[src/rtl/joystick_zone_sequence_matcher_unit_macros.svh]
// Assertion macros for the joystick zone sequence matcher.
// Used by the top level; expects clk and rst_n in scope.
`ifndef JOYSTICK_ZONE_SEQUENCE_MATCHER_UNIT_MACROS_SVH
`define JOYSTICK_ZONE_SEQUENCE_MATCHER_UNIT_MACROS_SVH

// Implication checked on every clock edge outside reset.
`define JZSM_ASSERT_IMP(lbl, ante, cons, msg) \
  lbl: assert property (@(posedge clk) disable iff (!rst_n) (ante) |-> (cons)) \
    else $error(msg);

// Plain invariant checked on every clock edge outside reset.
`define JZSM_ASSERT_ALWAYS(lbl, expr, msg) \
  lbl: assert property (@(posedge clk) disable iff (!rst_n) (expr)) \
    else $error(msg);

`endif

[src/rtl/jzsm_pkg.sv]
// Package for the joystick zone sequence matcher: payload types, zone codes,
// register indexes, the sequence pattern table and small decode functions. No dependencies.
`default_nettype none

package jzsm_pkg;

  typedef logic [3:0] zone_t;
  typedef logic [1:0] band_t;
  typedef logic [2:0] cfg_idx_t;

  // Zone codes.
  localparam zone_t ZONE_NEUTRAL = 4'd0;
  localparam zone_t ZONE_N       = 4'd1;
  localparam zone_t ZONE_NE      = 4'd2;
  localparam zone_t ZONE_E       = 4'd3;
  localparam zone_t ZONE_SE      = 4'd4;
  localparam zone_t ZONE_S       = 4'd5;
  localparam zone_t ZONE_SW      = 4'd6;
  localparam zone_t ZONE_W       = 4'd7;
  localparam zone_t ZONE_NW      = 4'd8;

  // Axis band codes.
  localparam band_t BAND_LOW  = 2'd0;
  localparam band_t BAND_MID  = 2'd1;
  localparam band_t BAND_HIGH = 2'd2;
  localparam band_t BAND_DEAD = 2'd3;

  // Configuration register indexes.
  localparam cfg_idx_t REG_XY_THRESHOLD    = 3'd0;
  localparam cfg_idx_t REG_HYSTERESIS      = 3'd1;
  localparam cfg_idx_t REG_ENABLE_CARDINAL = 3'd2;
  localparam cfg_idx_t REG_ENABLE_DIAGONAL = 3'd3;
  localparam cfg_idx_t REG_SPECIAL_MASK    = 3'd4;

  localparam logic [7:0] STICK_CENTER = 8'd128;
  localparam int         NUM_PATTERNS = 24;
  localparam int         GROUP_SIZE   = 8;

  // Pattern table, oldest entry first; a neutral entry matches any zone.
  localparam zone_t PATTERNS [NUM_PATTERNS][3] = '{
    '{ZONE_NEUTRAL, ZONE_N,  ZONE_NE}, '{ZONE_NEUTRAL, ZONE_E,  ZONE_NE},
    '{ZONE_NEUTRAL, ZONE_E,  ZONE_SE}, '{ZONE_NEUTRAL, ZONE_S,  ZONE_SE},
    '{ZONE_NEUTRAL, ZONE_N,  ZONE_NW}, '{ZONE_NEUTRAL, ZONE_W,  ZONE_NW},
    '{ZONE_NEUTRAL, ZONE_W,  ZONE_SW}, '{ZONE_NEUTRAL, ZONE_S,  ZONE_SW},
    '{ZONE_NEUTRAL, ZONE_NE, ZONE_N }, '{ZONE_NEUTRAL, ZONE_NE, ZONE_E },
    '{ZONE_NEUTRAL, ZONE_SE, ZONE_E }, '{ZONE_NEUTRAL, ZONE_SE, ZONE_S },
    '{ZONE_NEUTRAL, ZONE_NW, ZONE_N }, '{ZONE_NEUTRAL, ZONE_NW, ZONE_W },
    '{ZONE_NEUTRAL, ZONE_SW, ZONE_W }, '{ZONE_NEUTRAL, ZONE_SW, ZONE_S },
    '{ZONE_E, ZONE_NE, ZONE_N}, '{ZONE_E, ZONE_SE, ZONE_S},
    '{ZONE_W, ZONE_NW, ZONE_N}, '{ZONE_W, ZONE_SW, ZONE_S},
    '{ZONE_N, ZONE_NE, ZONE_E}, '{ZONE_S, ZONE_SE, ZONE_E},
    '{ZONE_N, ZONE_NW, ZONE_W}, '{ZONE_S, ZONE_SW, ZONE_W}
  };

  typedef struct packed {
    logic [7:0] stick_x;
    logic [7:0] stick_y;
  } in_t;

  typedef struct packed {
    logic       zone_hit;
    zone_t      zone;
    logic       history_pushed;
    logic [4:0] command;
  } out_t;

  // Sort one axis value against the four borders, in order.
  function automatic band_t axis_band(input logic [7:0] v, input logic [7:0] lo_l,
                                      input logic [7:0] lo_h, input logic [7:0] hi_l,
                                      input logic [7:0] hi_h);
    band_t b;
    if (v < lo_l)      b = BAND_LOW;
    else if (v < lo_h) b = BAND_DEAD;
    else if (v < hi_l) b = BAND_MID;
    else if (v < hi_h) b = BAND_DEAD;
    else               b = BAND_HIGH;
    return b;
  endfunction

  // Map the x and y bands to a grid zone; low x is West, low y is South.
  function automatic zone_t grid_zone(input band_t bx, input band_t by);
    zone_t z;
    case ({bx, by})
      {BAND_LOW,  BAND_LOW }: z = ZONE_SW;
      {BAND_LOW,  BAND_MID }: z = ZONE_W;
      {BAND_LOW,  BAND_HIGH}: z = ZONE_NW;
      {BAND_MID,  BAND_LOW }: z = ZONE_S;
      {BAND_MID,  BAND_MID }: z = ZONE_NEUTRAL;
      {BAND_MID,  BAND_HIGH}: z = ZONE_N;
      {BAND_HIGH, BAND_LOW }: z = ZONE_SE;
      {BAND_HIGH, BAND_MID }: z = ZONE_E;
      {BAND_HIGH, BAND_HIGH}: z = ZONE_NE;
      default:                z = ZONE_NEUTRAL;
    endcase
    return z;
  endfunction

endpackage

`default_nettype wire

[src/rtl/joystick_zone_sequence_matcher_unit.sv]
// Top level of the joystick zone sequence matcher: input register, zone decode,
// history update, pattern match and result register. Uses jzsm_pkg and the macros header.
`default_nettype none

// One result per stick sample. A sample passes through an input register and
// a result register, and a new sample can be taken in every cycle while the
// result side keeps up. Zone decode, the three-deep history update and the
// match against the 24 sequences all sit in the single logic stage between
// those two registers. Configuration writes are always ready and take effect
// on the next cycle; indexes beyond the last register are ignored.
`include "joystick_zone_sequence_matcher_unit_macros.svh"

module joystick_zone_sequence_matcher_unit (
  input  wire logic              clk,
  input  wire logic              rst_n,
  input  wire logic              in_valid,
  output logic                   in_stall,
  input  wire jzsm_pkg::in_t     in_data,
  output logic                   out_valid,
  input  wire logic              out_stall,
  output jzsm_pkg::out_t         out_data,
  input  wire logic              cfg_valid,
  output logic                   cfg_ready,
  input  wire jzsm_pkg::cfg_idx_t cfg_index,
  input  wire logic [7:0]        cfg_data
);

  // Configuration registers.
  logic [6:0] xy_threshold_r;
  logic [7:0] hysteresis_r;
  logic       enable_cardinal_r;
  logic       enable_diagonal_r;
  logic [7:0] special_mask_r;

  // Pipeline registers.
  logic           s1_valid_r, s1_valid_nxt;
  jzsm_pkg::in_t  s1_data_r;
  logic           out_valid_r, out_valid_nxt;
  jzsm_pkg::out_t out_data_r, out_data_nxt;
  jzsm_pkg::zone_t hist_r   [3];
  jzsm_pkg::zone_t hist_nxt [3];

  // Handshake control.
  logic out_free;
  logic s1_move;
  logic in_take;

  // Datapath.
  logic [7:0] lo_l, lo_h, hi_l, hi_h;
  logic [6:0] half_hyst;
  jzsm_pkg::band_t band_x, band_y;
  jzsm_pkg::zone_t zone_now;
  logic            hit;
  logic            push;
  logic [jzsm_pkg::NUM_PATTERNS-1:0] match_vec;
  logic [4:0]      command;

  assign cfg_ready = 1'b1;
  assign out_valid = out_valid_r;
  assign out_data  = out_data_r;

  // The input register moves on whenever the result register is empty or drained.
  assign out_free = !out_valid_r || !out_stall;
  assign s1_move  = s1_valid_r && out_free;
  assign in_stall = s1_valid_r && !out_free;
  assign in_take  = in_valid && !in_stall;

  always_comb begin
    s1_valid_nxt = in_take ? 1'b1 : (s1_move ? 1'b0 : s1_valid_r);
    out_valid_nxt = out_free ? s1_move : 1'b1;
  end

  // Borders, wrapped modulo 256.
  always_comb begin
    half_hyst = hysteresis_r[7:1];
    lo_l = jzsm_pkg::STICK_CENTER - {1'b0, xy_threshold_r} - {1'b0, half_hyst};
    lo_h = jzsm_pkg::STICK_CENTER - {1'b0, xy_threshold_r} + {1'b0, half_hyst};
    hi_l = jzsm_pkg::STICK_CENTER + {1'b0, xy_threshold_r} - {1'b0, half_hyst};
    hi_h = jzsm_pkg::STICK_CENTER + {1'b0, xy_threshold_r} + {1'b0, half_hyst};
  end

  // Zone decode and history update.
  always_comb begin
    band_x   = jzsm_pkg::axis_band(s1_data_r.stick_x, lo_l, lo_h, hi_l, hi_h);
    band_y   = jzsm_pkg::axis_band(s1_data_r.stick_y, lo_l, lo_h, hi_l, hi_h);
    hit      = (band_x != jzsm_pkg::BAND_DEAD) && (band_y != jzsm_pkg::BAND_DEAD);
    zone_now = hit ? jzsm_pkg::grid_zone(band_x, band_y) : jzsm_pkg::ZONE_NEUTRAL;
    push     = hit && (zone_now != hist_r[2]);
    if (push) begin
      hist_nxt[0] = hist_r[1];
      hist_nxt[1] = hist_r[2];
      hist_nxt[2] = zone_now;
    end else begin
      hist_nxt[0] = hist_r[0];
      hist_nxt[1] = hist_r[1];
      hist_nxt[2] = hist_r[2];
    end
  end

  // Compare every pattern against the updated history, gated by its enable.
  always_comb begin
    for (int p = 0; p < jzsm_pkg::NUM_PATTERNS; p++) begin
      logic en;
      logic ok;
      if (p < jzsm_pkg::GROUP_SIZE)          en = enable_cardinal_r;
      else if (p < 2 * jzsm_pkg::GROUP_SIZE) en = enable_diagonal_r;
      else                                   en = special_mask_r[p - 2 * jzsm_pkg::GROUP_SIZE];
      ok = 1'b1;
      for (int i = 0; i < 3; i++) begin
        if (jzsm_pkg::PATTERNS[p][i] != jzsm_pkg::ZONE_NEUTRAL &&
            jzsm_pkg::PATTERNS[p][i] != hist_nxt[i]) begin
          ok = 1'b0;
        end
      end
      match_vec[p] = en && ok;
    end
  end

  // Highest matching pattern wins.
  always_comb begin
    command = 5'd0;
    for (int p = 0; p < jzsm_pkg::NUM_PATTERNS; p++) begin
      if (match_vec[p]) command = 5'(p + 1);
    end
  end

  always_comb begin
    out_data_nxt.zone_hit       = hit;
    out_data_nxt.zone           = zone_now;
    out_data_nxt.history_pushed = push;
    out_data_nxt.command        = command;
  end

  // Control state.
  always_ff @(posedge clk) begin
    if (!rst_n) begin
      s1_valid_r        <= 1'b0;
      out_valid_r       <= 1'b0;
      xy_threshold_r    <= 7'd64;
      hysteresis_r      <= 8'd16;
      enable_cardinal_r <= 1'b1;
      enable_diagonal_r <= 1'b1;
      special_mask_r    <= 8'hFF;
      hist_r[0]         <= jzsm_pkg::ZONE_NEUTRAL;
      hist_r[1]         <= jzsm_pkg::ZONE_NEUTRAL;
      hist_r[2]         <= jzsm_pkg::ZONE_NEUTRAL;
    end else begin
      s1_valid_r  <= s1_valid_nxt;
      out_valid_r <= out_valid_nxt;
      if (s1_move) begin
        hist_r[0] <= hist_nxt[0];
        hist_r[1] <= hist_nxt[1];
        hist_r[2] <= hist_nxt[2];
      end
      if (cfg_valid && cfg_ready) begin
        case (cfg_index)
          jzsm_pkg::REG_XY_THRESHOLD:    xy_threshold_r    <= cfg_data[6:0];
          jzsm_pkg::REG_HYSTERESIS:      hysteresis_r      <= cfg_data;
          jzsm_pkg::REG_ENABLE_CARDINAL: enable_cardinal_r <= cfg_data[0];
          jzsm_pkg::REG_ENABLE_DIAGONAL: enable_diagonal_r <= cfg_data[0];
          jzsm_pkg::REG_SPECIAL_MASK:    special_mask_r    <= cfg_data;
          default: ;
        endcase
      end
    end
  end

  // Payload registers.
  always_ff @(posedge clk) begin
    if (in_take) s1_data_r <= in_data;
    if (s1_move) out_data_r <= out_data_nxt;
  end

  // Checks.
  `JZSM_ASSERT_IMP(a_push_needs_hit, out_valid_r && out_data_r.history_pushed,
                   out_data_r.zone_hit, "history pushed without a zone hit")
  `JZSM_ASSERT_IMP(a_dead_is_neutral, out_valid_r && !out_data_r.zone_hit,
                   out_data_r.zone == jzsm_pkg::ZONE_NEUTRAL, "dead band with nonzero zone")
  `JZSM_ASSERT_IMP(a_push_lands, $past(s1_move) && out_data_r.history_pushed,
                   hist_r[2] == out_data_r.zone, "pushed zone not at history head")
  `JZSM_ASSERT_ALWAYS(a_hist_distinct, hist_r[1] != hist_r[2] ||
                      hist_r[2] == jzsm_pkg::ZONE_NEUTRAL, "history repeats newest zone")

endmodule

`default_nettype wire

[config.mk]
export PLATFORM = sky130hd
export DESIGN_NAME = joystick_zone_sequence_matcher_unit
export DESIGN_NICKNAME = d
export VERILOG_FILES = /design/src/rtl/jzsm_pkg.sv /design/src/rtl/joystick_zone_sequence_matcher_unit.sv
export VERILOG_INCLUDE_DIRS = /design/src /design/src/rtl
export SDC_FILE = /design/constraint.sdc
export NUM_CORES = 1
export LEC_CHECK = 0
export ABC_AREA = 1
export BUFFER_PORTS_ARGS = -buffer_cell sky130_fd_sc_hd__buf_4
export CAP_MARGIN = 20
export CORE_ASPECT_RATIO = 1.4
export CORE_UTILIZATION = 45
export CTS_BUF_LIST = sky130_fd_sc_hd__clkbuf_4 sky130_fd_sc_hd__clkbuf_8
export DETAILED_ROUTE_END_ITERATION = 6
export SLEW_MARGIN = 5
export SYNTH_ARGS = -nofsm -noshare
export SYNTH_HDL_FRONTEND = slang
export SYNTH_SLANG_ARGS = --single-unit
[constraint.sdc]
create_clock -name clk -period 14.76 [get_ports clk]
set_input_delay 2.214 -clock clk [delete_from_list [all_inputs] [get_ports clk]]
set_output_delay 2.214 -clock clk [all_outputs]
set_load 0.01 [all_outputs]
## After elaboration in Yosys (flattened, before gate mapping)

Memory sizes are Yosys's and may differ from the RTL's.
Index checks and enable logic that the tools add are counted.

- Add/sub/neg operators: 6
- Multiply operators: 0
- Div/mod/pow operators: 0
- Order comparisons: 8
- Eq/ne operators: 27
- Shifts and indexed selects: 0
- Muxes and demuxes: 87
- Bitwise gates (word level): 3
- Reduce and logical (&&, ||, !) cells: 42

Operator list:

| operator | count |
|---|---|
| 2-to-1 mux 5 bit | 14 |
| less-than comparator 8 bit | 8 |
| 2-to-1 mux 1 bit | 54 |
| 2-to-1 mux 4 bit | 12 |
| != test 3 x 4 -> 1 bit (first input constant) | 10 |
| logical AND 1 bit | 29 |
| != test 2 x 4 -> 1 bit (first input constant) | 5 |
| adder 8 x 7 -> 8 bit | 2 |
| subtractor 8 x 7 -> 8 bit | 2 |
| 2-to-1 mux 12 bit | 1 |
| 2-to-1 mux 2 bit | 6 |
| != test 1 x 4 -> 1 bit (first input constant) | 3 |
| AND reduction 2 bit | 5 |
| OR reduction 9 bit | 1 |
| adder 8 x 7 -> 8 bit (first input constant) | 1 |
| != test 4 bit (first input constant) | 2 |
| subtractor 8 x 7 -> 8 bit (first input constant) | 1 |
| == test 3 x 2 -> 1 bit (second input constant) | 2 |
| logical NOT 1 bit | 4 |
| != test 2 bit (second input constant) | 2 |
| != test 4 bit | 1 |
| == test 3 x 1 -> 1 bit (second input constant) | 1 |
| == test 3 bit (second input constant) | 1 |
| logical NOT 3 bit | 1 |
| other kinds (3) | 5 |

- Bits in registers: 54
- Latch bits: 0
- RAM bits: 12
- Bits in read-only memories: 64
- Input bits: 32
- Word-level logic and storage cells: 189
- Memories kept: 2

Memory list:

| memory | depth | bits a word | read ports | clocked after Yosys merged registers in | wr ports | line | source |
|---|---|---|---|---|---|---|---|
| (name not given) | 16 | 4 | 1 | 0 | 0 | jzsm_pkg.sv:83 | `case ({bx, by})` |
| hist_r | 3 | 4 | 3 | 0 | 3 | joystick_zone_sequence_matcher_unit.sv:40 | `jzsm_pkg::zone_t hist_r [3];` |

## Depth between registers and ports, before layout

Gate-level depths: netlist (run 1).

- Depth in word-level cells: 40
- Mapped depth: 42
- Gate-level depth less buffers: 42

## Worst setup path before layout (run 1)

OpenSTA, ideal clock, no wires.

- Path kind: register to register
- Start point: register xy_threshold_r[1]
- End point: register out_data_r (netlist bit out_data[4]) (data pin)
- Library setup time: 0.264 ns
- Data arrival time: 4.670 ns
- Required time: 14.496 ns
- Setup slack: 9.826 ns
- Stages on the path, launching flop included: 38
- Period minus slack after synthesis: 4.934 ns
- Cell sequence: dfxtp_1 > inv_1 > ha_1 > xnor2_1 > ha_1 > o21bai_1 > a21oi_1 > o21bai_1 > a21oi_1 > nor2_1 > nor2_1 > xor2_1 > ha_1 > nand2_1 > inv_1 > nand2_1 > nand2_1 > nand2_1 > [... 2 more ...] > nor2_1 > nand3_1 > xor2_1 > inv_1 > nand2_1 > nor2_4 > nand2_4 > nand2_8 > inv_4 > or2_0 > o21ai_2 > nor2_2 > nand2_2 > inv_2 > nand3_2 > nand2_2 > nor4_2 > nand2_1

- Word-level cells in the longest chain between the ends: 30

Ends and longest elaborated chain:

| item | line | source |
|---|---|---|
| from (decl) | joystick_zone_sequence_matcher_unit.sv:29 | `logic [6:0] xy_threshold_r;` |
| from (signal assigned) | joystick_zone_sequence_matcher_unit.sv:157 | `jzsm_pkg::REG_XY_THRESHOLD: xy_threshold_r <= cfg_data[6:0];` |
| branches (longest 11 deep; another with adder 8 x 7 -> 8 bit) | -- |  |
| logical AND 1 bit * | joystick_zone_sequence_matcher_unit.sv:88 | `push = hit && (zone_now != hist_r[2]);` |
| via push | joystick_zone_sequence_matcher_unit.sv:54 | `logic push;` |
| 2-to-1 mux 12 bit * | joystick_zone_sequence_matcher_unit.sv:89 | `if (push) begin` |
| != test 2 x 4 -> 1 bit | joystick_zone_sequence_matcher_unit.sv:111 | `jzsm_pkg::PATTERNS[p][i] != hist_nxt[i]) begin` |
| 2-to-1 mux 1 bit (2 in a row) | joystick_zone_sequence_matcher_unit.sv:110 | `if (jzsm_pkg::PATTERNS[p][i] != jzsm_pkg::ZONE_NEUTRAL &&` |
| logical AND 1 bit | joystick_zone_sequence_matcher_unit.sv:115 | `match_vec[p] = en && ok;` |
| 2-to-1 mux 5 bit (13 in a row) | joystick_zone_sequence_matcher_unit.sv:123 | `if (match_vec[p]) command = 5'(p + 1);` |
| to (signal assigned) | joystick_zone_sequence_matcher_unit.sv:171 | `if (s1_move) out_data_r <= out_data_nxt;` |
| to (decl) | joystick_zone_sequence_matcher_unit.sv:39 | `jzsm_pkg::out_t out_data_r, out_data_nxt;` |

Mark *: on every way through the listed nets, which the timed path passes.
A chain may end at the register's enable or synchronous reset.

## Final worst setup path (run 1)

- Start point: register xy_threshold_r[1]
- End point: register out_data_r (netlist bit out_data[1]) (data pin)

- Word-level cells in the longest chain between the ends: 39

Ends and longest elaborated chain:

| item | line |
|---|---|
| branches (longest 12 deep; another with adder 8 x 7 -> 8 bit) | -- |
| 2-to-1 mux 12 bit * | joystick_zone_sequence_matcher_unit.sv:89 |
| != test 2 x 4 -> 1 bit | joystick_zone_sequence_matcher_unit.sv:111 |
| 2-to-1 mux 1 bit (2 in a row) | joystick_zone_sequence_matcher_unit.sv:110 |
| logical AND 1 bit | joystick_zone_sequence_matcher_unit.sv:115 |
| 2-to-1 mux 5 bit (14 in a row) | joystick_zone_sequence_matcher_unit.sv:123 |
| 2-to-1 mux 4 bit (8 in a row) | joystick_zone_sequence_matcher_unit.sv:123 |

Mark *: on every way between the ends.

==> metrics.txt, run 1 <==
H-tree Lvls=3; boundary pin count=46; Syn Area/Cell=7.614 sq um; core area=12370 sq um; status=complete, no violations; average wire per standard cell=15.31 microns; CTS Buffer Depth=2; starting density of the core=46.16%; GPL Wtd Cong=0.9406; Hold Crit Class=flip-flop to flip-flop; first-pass GRT wire length=23580 microns; sw power=368.2 uW; Pwr Total=838.1 uW; Comb power frac=49.9%; post-route antenna net violation count=0; Net Count, Synth=867; FF-to-FF path depth=38; Syn Inst Count=750; Post-layout nets=917; final hold slack=0.4761 ns; R2R setup slack=8.86 ns; Initial DRC Count=219; clock sinks=65; area grow syn2layout=13.08%; worst hold stages=2; Flop pwr share=26.5%; Clock transition at path regs=0.08 ns; vias per cell=5.192; Worst path max stage delay=0.47 ns; Final Slew Violations=0; Inst Count DP=939; library cells used by synthesis=47; Placed Area=6206 sq um; CTS tree=done; die area=13150 sq um; Post-Layout Cell Count=955; Pint=469.9 uW; Die Wd=97.21 microns; critical path type=flip-flop to flip-flop; CP endpoint kind=flip-flop; initial antenna violation count=0; Detailed Route WL=14620 microns; MaxCap Viol Count=0; CP max-delay cell=dfxtp_1; Worst EP required=14.86 ns; FF+latch count, synth=65; largest net degree at the start of global routing=27; Arr. time, crit path=6.00 ns; total gr overflow=0; final hold vios=0; vias in the first global route=4908; CTS Buf Count=9; clk_lat worst skew=0.36 ns; final setup TNS=0 ns; Finished Cell Area=6457 sq um; CP dominant cell by count=nand2_1; worst IR drop on VDD=0.00005159 V; synth warn=0; crit path time final=5.903 ns; CTS resizes=0; Slew @ Worst Pin=0.7394 ns; Max Fclk=169.4 MHz; Critical Path Fanout Max=9; Vias=4958; clk root buf=clkbuf_8; final setup vio count=0; post-CTS setup buffers=0; sequential fraction of the synthesis area=29.62%; total power per unit cell area=129.8 nW/um^2; Die Ht=135.3 microns; Post-DP HPWL=12060 microns; clock skew=0.008752 ns; Startpoint Class=flip-flop; Rows=48; Post-route DRC=0; fin crit share=40.00%; Detailed Routing Iterations Pass 1=5; Sw Share=43.93%; Inserted Diodes=0; IO buf count=44; Clk pwr share=23.6%; Mapped Area=5710 sq um; hold buffer count at cts=0; Tot GR Track Use=23.08%; P_leak=3.234 nW; RSZ-0062 raised after global routing=false; share of layout cells above drive strength 1=13.29%; Slew headroom=50.33%
## Yosys cell counts, drive strengths merged
library cell | n | share of area, %
o21ai | 36 | 3.3
inv | 123 | 8.2
dfxtp | 26 | 9.1
o31ai | 2 | 0.26
o211ai | 3 | 0.39
mux2i | 2 | 0.35
nand2 | 144 | 11
a21o | 2 | 0.26
ha | 81 | 18
o2111ai | 1 | 0.15
conb | 1 | 0.066
and2 | 1 | 0.11
nor4 | 1 | 0.22
a31oi | 2 | 0.22
nand4 | 18 | 2.1
edfxtp | 39 | 21
clkbuf | 5 | 0.33
nand3 | 71 | 6.8
nand3b | 5 | 0.66
or2 | 2 | 0.22
nor3 | 9 | 0.88
a21oi | 51 | 4.7
fa | 4 | 1.4
buf | 2 | 0.33
xor2 | 16 | 2.5
clkinv | 2 | 0.13
o21a | 4 | 0.53
nor2 | 87 | 6.6
xnor2 | 6 | 0.92
o21bai | 4 | 0.53
## cell type report
cell class,count,area (sq um)
Multi-Input combinational cell,553,3505
Sequential cell,65,1692
Timing Repair Buffer,46,345.3
Inverter,125,476.7
Tap cell,150,187.7
Clock inverter,6,113.9
Fill cell,1256,5914
Clock buffer,10,137.6
## cell usage in the layout (no fill, tap or decap), types with 3 or more instances in the layout
master     count
nand3_1       66
o21ai_0       31
nor2_4         5
nand2_1      130
a21oi_1       50
inv_2          8
nor3_1         8
edfxtp_1      39
nor2_2         5
dfxtp_1       26
bufinv_16      3
o21bai_1       4
nand4_1       17
o21a_1         4
clkbuf_8      10
fa_1           4
o21ai_1        3
nor2_1        77
nand3b_1       5
xnor2_1        6
xor2_1        16
ha_1          81
nand3_2        4
o211ai_1       3
buf_4         46
nand2_4        3
nand2_2       10
inv_1        113
## sequential cells by signal, summed over array words and instances, names as in the netlist
register and cells:
enable_diagonal_r 1, xy_threshold_r 7, out_data 11, out_valid 1, enable_cardinal_r 1, s1_valid_r 1
hysteresis_r 7, s1_data_r 16, hist_r 12, special_mask_r 8
## metrics by stage
stage | util (%) | worst slack [ns]
2_1_floorplan | - | 9.826
3_3_place_gp | 50.16 | 8.945
3_5_place_dp | 50.16 | 8.888
4_1_cts | 52.19 | 8.860
5_1_grt | 52.19 | 8.287
6_report | 52.19 | 8.857
## cells by family after synthesis
group / after synthesis / synth area share (%)
xor+xnor: 22 / 3.374
compound gates: 105 / 10.30
fa+ha+maj: 85 / 19.15
simple gates: 338 / 28.13
buf+inv: 132 / 9.006
flops: 65 / 29.62
other cells: 1 / 0.06567
mux: 2 / 0.3506
## power groups by stage
stage	clock network, mW	logic [mW]	registers (mW)
2_1_floorplan	0	0.316	0.226
3_3_place_gp	0	0.411	0.227
3_5_place_dp	0	0.418	0.227
4_1_cts	0.203	0.420	0.223
5_1_grt	0.210	0.472	0.224
6_report	0.198	0.418	0.222
## worst paths after layout
path | from | to
worst max register to register | xy_threshold_r[1] | out_data[1]
worst min-delay path | special_mask_r[1] | special_mask_r[1]
worst min register to register | special_mask_r[1] | special_mask_r[1]
worst max-delay path | xy_threshold_r[1] | out_data[1]
## worst max-delay path: cells and delay by family (launching register included)
family,cells,cell delay [ns]
xor gates and xnor gates,3,0.63
and+or+nand+nor,22,2.27
buffers and inverters,4,0.28
DFF,1,0.47
adders and majority gates,4,1.08
AOI/OAI and AO/OA,5,0.88
## layer usage
metal / vias to the layer above / global-route usage, % / share of wire [%]
met1: 2256 / 23.28 / 38
met5: - / 0 / 0
met2: 95 / 45.85 / 56
met3: 29 / 2.993 / 2.3
li1: 2578 / - / -
met4: 0 / 11.53 / 3.9
Note: power is estimated with default switching activity, not from simulation.
==> run 2: changes to the inputs <==
- PLACE_DENSITY: unset -> 0.65
- clock period: 14.76 -> 5.1 ns (I/O delays scaled with it)
==> metrics.txt, run 2 (same netlist as run 1, synthesis figures left out) <==
IO buf count=44 (unchanged); Die Wd=97.21 microns (unchanged); Final Slew Violations=0 (unchanged); Critical Path Fanout Max=8 (-1); first-pass GRT wire length=24940 microns (+5.7%); H-tree Lvls=3 (unchanged); boundary pin count=46 (unchanged); final setup vio count=5 (+5); CP endpoint kind=flip-flop; Inserted Diodes=0 (unchanged); Post-route DRC=0 (unchanged); Rows=48 (unchanged); Startpoint Class=flip-flop; GPL Wtd Cong=0.9297 (-1.2%); average wire per standard cell=15.48 microns (+1.1%); Vias=5765 (+16%); final setup TNS=-0.3921 ns (-0.3921 ns); Die Ht=135.3 microns (unchanged); CTS tree=done; P_leak=3.883 nW (+20%); Detailed Routing Iterations Pass 1=5 (unchanged); status=complete, but fails checks; Max Fclk=192.0 MHz (+13%); Worst path max stage delay=0.37 ns (-0.10 ns); Slew headroom=52.14% (+1.8 points); RSZ-0062 raised after global routing=true; clock sinks=65 (unchanged); CTS Buffer Depth=2 (unchanged); area grow syn2layout=40.58%; total power per unit cell area=381.8 nW/um^2 (+190%); Initial DRC Count=232 (+5.9%); worst IR drop on VDD=0.0001646 V (+220%); crit path time final=5.209 ns (-0.6942 ns); clock skew=0.01258 ns (+0.003832 ns); fin crit share=102.1% (+62 points); initial antenna violation count=0 (unchanged); worst hold stages=2 (unchanged); clk_lat worst skew=0.37 ns (about the same); FF-to-FF path depth=39 (+2.6%); CP dominant cell by count=nand2_1; CTS Buf Count=9 (unchanged); starting density of the core=46.16% (unchanged); Arr. time, crit path=5.33 ns (-0.67 ns); core area=12370 sq um (unchanged); Clock transition at path regs=0.08 ns (about the same); Pwr Total=3.065 mW (+270%); total gr overflow=0 (unchanged); violated checks=negative setup slack; largest net degree at the start of global routing=27 (unchanged); Tot GR Track Use=23.87% (+0.79 points); MaxCap Viol Count=0 (unchanged); number of flip-flops under the largest register name=16 (unchanged); CP max-delay cell=dfxtp_4; most frequent cells in the layout=buf_4 (151), nand2_1 (114), inv_1 (103); share of layout cells above drive strength 1=36.06% (+23 points); Post-DP HPWL=12480 microns (+3.5%); clk root buf=clkbuf_8; commonest non-fill, non-tap cell in the layout=buf_4; vias per cell=5.398 (+4.0%); die area=13150 sq um (unchanged); Largest Register=s1_data_r; post-route antenna net violation count=0 (unchanged); Slew @ Worst Pin=0.7125 ns (-0.02696 ns); Setup WS post-layout=-0.1093 ns (-8.966 ns); # fillers=994 (-21%); final hold vios=0 (unchanged); vias in the first global route=5628 (+15%); Hold Crit Class=flip-flop to flip-flop; Post-layout nets=1030 (+12%); critical path type=flip-flop to flip-flop; Worst EP required=5.22 ns (-9.64 ns); Detailed Route WL=16530 microns (+13%)
## run 2: cell type report
cell class                      count  area (sq um)  share of cell area [%]
Clock buffer                        9         123.9                   1.543
Inverter                          125         486.7                   6.063
Timing Repair Buffer              159          1241                   15.46
Multi-Input combinational cell    553          4159                   51.81
Clock inverter                      7         125.1                   1.559
Tap cell                          150         187.7                   2.338
Sequential cell                    65          1704                   21.23
## run 2: final timing paths
check / from / end / slack, ns
setup reg to reg: xy_threshold_r[2] / out_data[0] / -0.11
hold reg to reg: special_mask_r[1] / special_mask_r[1] / 0.48
setup / recovery: xy_threshold_r[2] / out_data[0] / -0.11
hold / removal: special_mask_r[1] / special_mask_r[1] / 0.48
## run 2: timing repair
item	in CTS	in global routing
hold buffers	0	0
setup endpoints to repair	5	5
setup buffers	17	14
pin swaps	43	77
gates resized for setup	51	105
gates cloned	0	0
## run 2: routing by layer
metal,track usage [%],wire length [microns]
met2,47.81,9398
met1,22.33,5789
met4,14.59,814
met3,3.715,526
met5,0,0
## run 2: worst max-delay path: cells and delay by family, from the launching register on
kind / cells / cell delay [ns]
simple gates: 27 / 2.64
flops: 1 / 0.37
fa+ha+maj: 3 / 0.76
buf+inv: 6 / 0.59
xor+xnor: 2 / 0.51
compound gates: 1 / 0.06
## run 2: per-stage QoR
stage | hold slack, ns | utilization (%) | instances | worst slack, ns | cell area [sq um]
final | 0.4792 | 64.89 | 1068 | -0.1093 | 8028
after floorplan | 0.4295 | - | 750 | 0.1661 | 5710
after global placement | 0.4601 | 55.24 | 1021 | -0.2143 | 6834
after CTS | 0.4791 | 60.18 | 1054 | 0.003364 | 7446
after detailed placement | 0.4580 | 55.24 | 1021 | -0.3295 | 6834
after global routing | 0.5079 | 64.89 | 1068 | -0.4004 | 8028
## run 2: power by group
| part | leakage [nW] | total [mW] | switching (mW) | internal (mW) |
|---|---|---|---|---|
| Sequential | 0.603 | 0.645 | 0.0289 | 0.616 |
| Combinational | 3.16 | 1.85 | 1.03 | 0.821 |
| Clock | 0.124 | 0.569 | 0.239 | 0.330 |
==> run 3: changes to the inputs <==
- PLACE_DENSITY: 0.65 -> unset
- clock period: 5.1 -> 6 ns (I/O delays scaled with it)
==> metrics.txt, run 3 (same netlist as run 1, synthesis figures left out) <==
starting density of the core=46.16% (unchanged); Placed Area=6221 sq um (-9.0%); final hold slack=0.4866 ns (+0.007414 ns); total gr overflow=0 (unchanged); boundary pin count=46 (unchanged); Post-DP HPWL=12080 microns (-3.2%); core area=12370 sq um (unchanged); Die Ht=135.3 microns (unchanged); final hold vios=0 (unchanged); clock sinks=65 (unchanged); Finished Cell Area=6482 sq um (-19%); Rows=48 (unchanged); final setup vio count=0 (-5); most frequent cells in the layout=nand2_1 (130), inv_1 (113), ha_1 (79); area grow syn2layout=13.52%; Max Fclk=178.9 MHz (-6.8%); Pwr Total=2.023 mW (-34%); Slew @ Worst Pin=0.7287 ns (+0.01620 ns); total power per unit cell area=312.1 nW/um^2 (-18%); worst IR drop on VDD=0.0001455 V (-12%); CTS tree=done; final setup TNS=0 ns (+0.3921 ns); Vias=4979 (-14%); final core occ=52.40% (-12 points); largest net degree at the start of global routing=27 (unchanged); RSZ-0062 raised after global routing=false; Inst Count DP=941 (-7.8%); status=complete, no violations; CP endpoint kind=flip-flop; Post-layout nets=920 (-11%); commonest non-fill, non-tap cell in the layout=nand2_1; vias in the first global route=5047 (-10%); Post-route DRC=0 (unchanged); critical path type=flip-flop to flip-flop; Largest Register=s1_data_r; Crit path max-delay family=simple AND/OR/NAND/NOR gates; Post-Place Setup Slack=0.1990 ns (+0.5285 ns); MaxCap Viol Count=0 (unchanged); Worst path max stage delay=0.40 ns (+0.03 ns); Critical Path Fanout Max=9 (+1); CTS Buf Count=9 (unchanged); number of flip-flops under the largest register name=16 (unchanged); Detailed Routing Iterations Pass 1=5 (unchanged); Slew headroom=51.05% (-1.1 points); Post-Layout Cell Count=958 (-10%); CP max-delay cell=dfxtp_2; initial antenna violation count=0 (unchanged); H-tree Lvls=3 (unchanged); Tot GR Track Use=23.07% (-0.80 points); IO buf count=44 (unchanged); die area=13150 sq um (unchanged); average wire per standard cell=15.19 microns (-1.8%); CTS Buffer Depth=2 (unchanged); clk root buf=clkbuf_8; P_leak=3.254 nW (-16%); Setup WS post-layout=0.4101 ns (+0.5194 ns); Initial DRC Count=237 (+2.2%); Worst EP required=6.11 ns (+0.89 ns); Buf/Inv on CP=4 (-2); Clock transition at path regs=0.08 ns (about the same); Detailed Route WL=14560 microns (-12%); fin crit share=93.17% (-9.0 points); Inserted Diodes=0 (unchanged); GPL Wtd Cong=0.9381 (+0.90%); Startpoint Class=flip-flop; share of layout cells above drive strength 1=14.60% (-21 points); hold buffer count at cts=0 (unchanged); Final Slew Violations=0 (unchanged); clock skew=0.009025 ns (-0.003560 ns); Die Wd=97.21 microns (unchanged); crit path time final=5.590 ns (+0.3806 ns); vias per cell=5.197 (-3.7%); CP dominant cell by count=nand2_1; Arr. time, crit path=5.70 ns (+0.37 ns); Hold Crit Class=flip-flop to flip-flop; clk_lat worst skew=0.36 ns (about the same); first-pass GRT wire length=23760 microns (-4.7%); post-route antenna net violation count=0 (unchanged)
## run 3: cell count changes in the layout (fill, tap and decap cells not counted), moves of 12 or more
| cell | before | now |
|---|---|---|
| a21oi_1 | 36 | 50 |
| a21oi_2 | 14 | 0 |
| buf_4 | 151 | 49 |
| ha_1 | 63 | 79 |
| ha_4 | 16 | 0 |
| nand2_1 | 114 | 130 |
| nand2_2 | 22 | 10 |
| nor2_1 | 65 | 77 |
## run 3: final cells by class
type | count | area (sq um)
Fill cell | 1200 | 5889
Multi-Input combinational cell | 553 | 3530
Sequential cell | 65 | 1694
Inverter | 125 | 476.7
Timing Repair Buffer | 49 | 367.9
Tap cell | 150 | 187.7
Clock buffer | 10 | 137.6
Clock inverter | 6 | 88.84
## run 3: timing repair
action / CTS / global route
buffers inserted: 0 / 1
endpoints found under the setup margin: 0 / 5
resized for setup: 0 / 9
## run 3: layer usage
metal | wire, microns | GRT usage, % | vias to the layer above
li1 | - | - | 2579
met1 | 5461 | 23.23 | 2255
met2 | 8313 | 46.64 | 112
met3 | 364 | 2.993 | 33
met4 | 416 | 9.950 | 0
met5 | 0 | 0 | -
## run 3: worst register-to-register path: cells and delay by family, from the launching register on
kind	cells	cell delay [ns]
DFF	1	0.40
buffers and inverters	4	0.25
adders and majority gates	4	1.13
AOI/OAI and AO/OA	6	0.84
xor gates and xnor gates	2	0.40
and+or+nand+nor	22	2.27
## run 3: path summary, 6_finish.rpt
| kind | from | to | slack [ns] | cells past startpoint |
|---|---|---|---|---|
| hold reg to reg | special_mask_r[6] | special_mask_r[6] | 0.49 | 2 |
| setup / recovery | xy_threshold_r[1] | out_data[1] | 0.41 | 38 |
| hold / removal | special_mask_r[6] | special_mask_r[6] | 0.49 | 2 |
| setup reg to reg | xy_threshold_r[1] | out_data[1] | 0.41 | 38 |
## run 3: power by group
group	internal, mW	switching [mW]
combinational	0.351	0.688
sequential	0.524	0.0237
clock	0.247	0.189
total	1.12	0.901
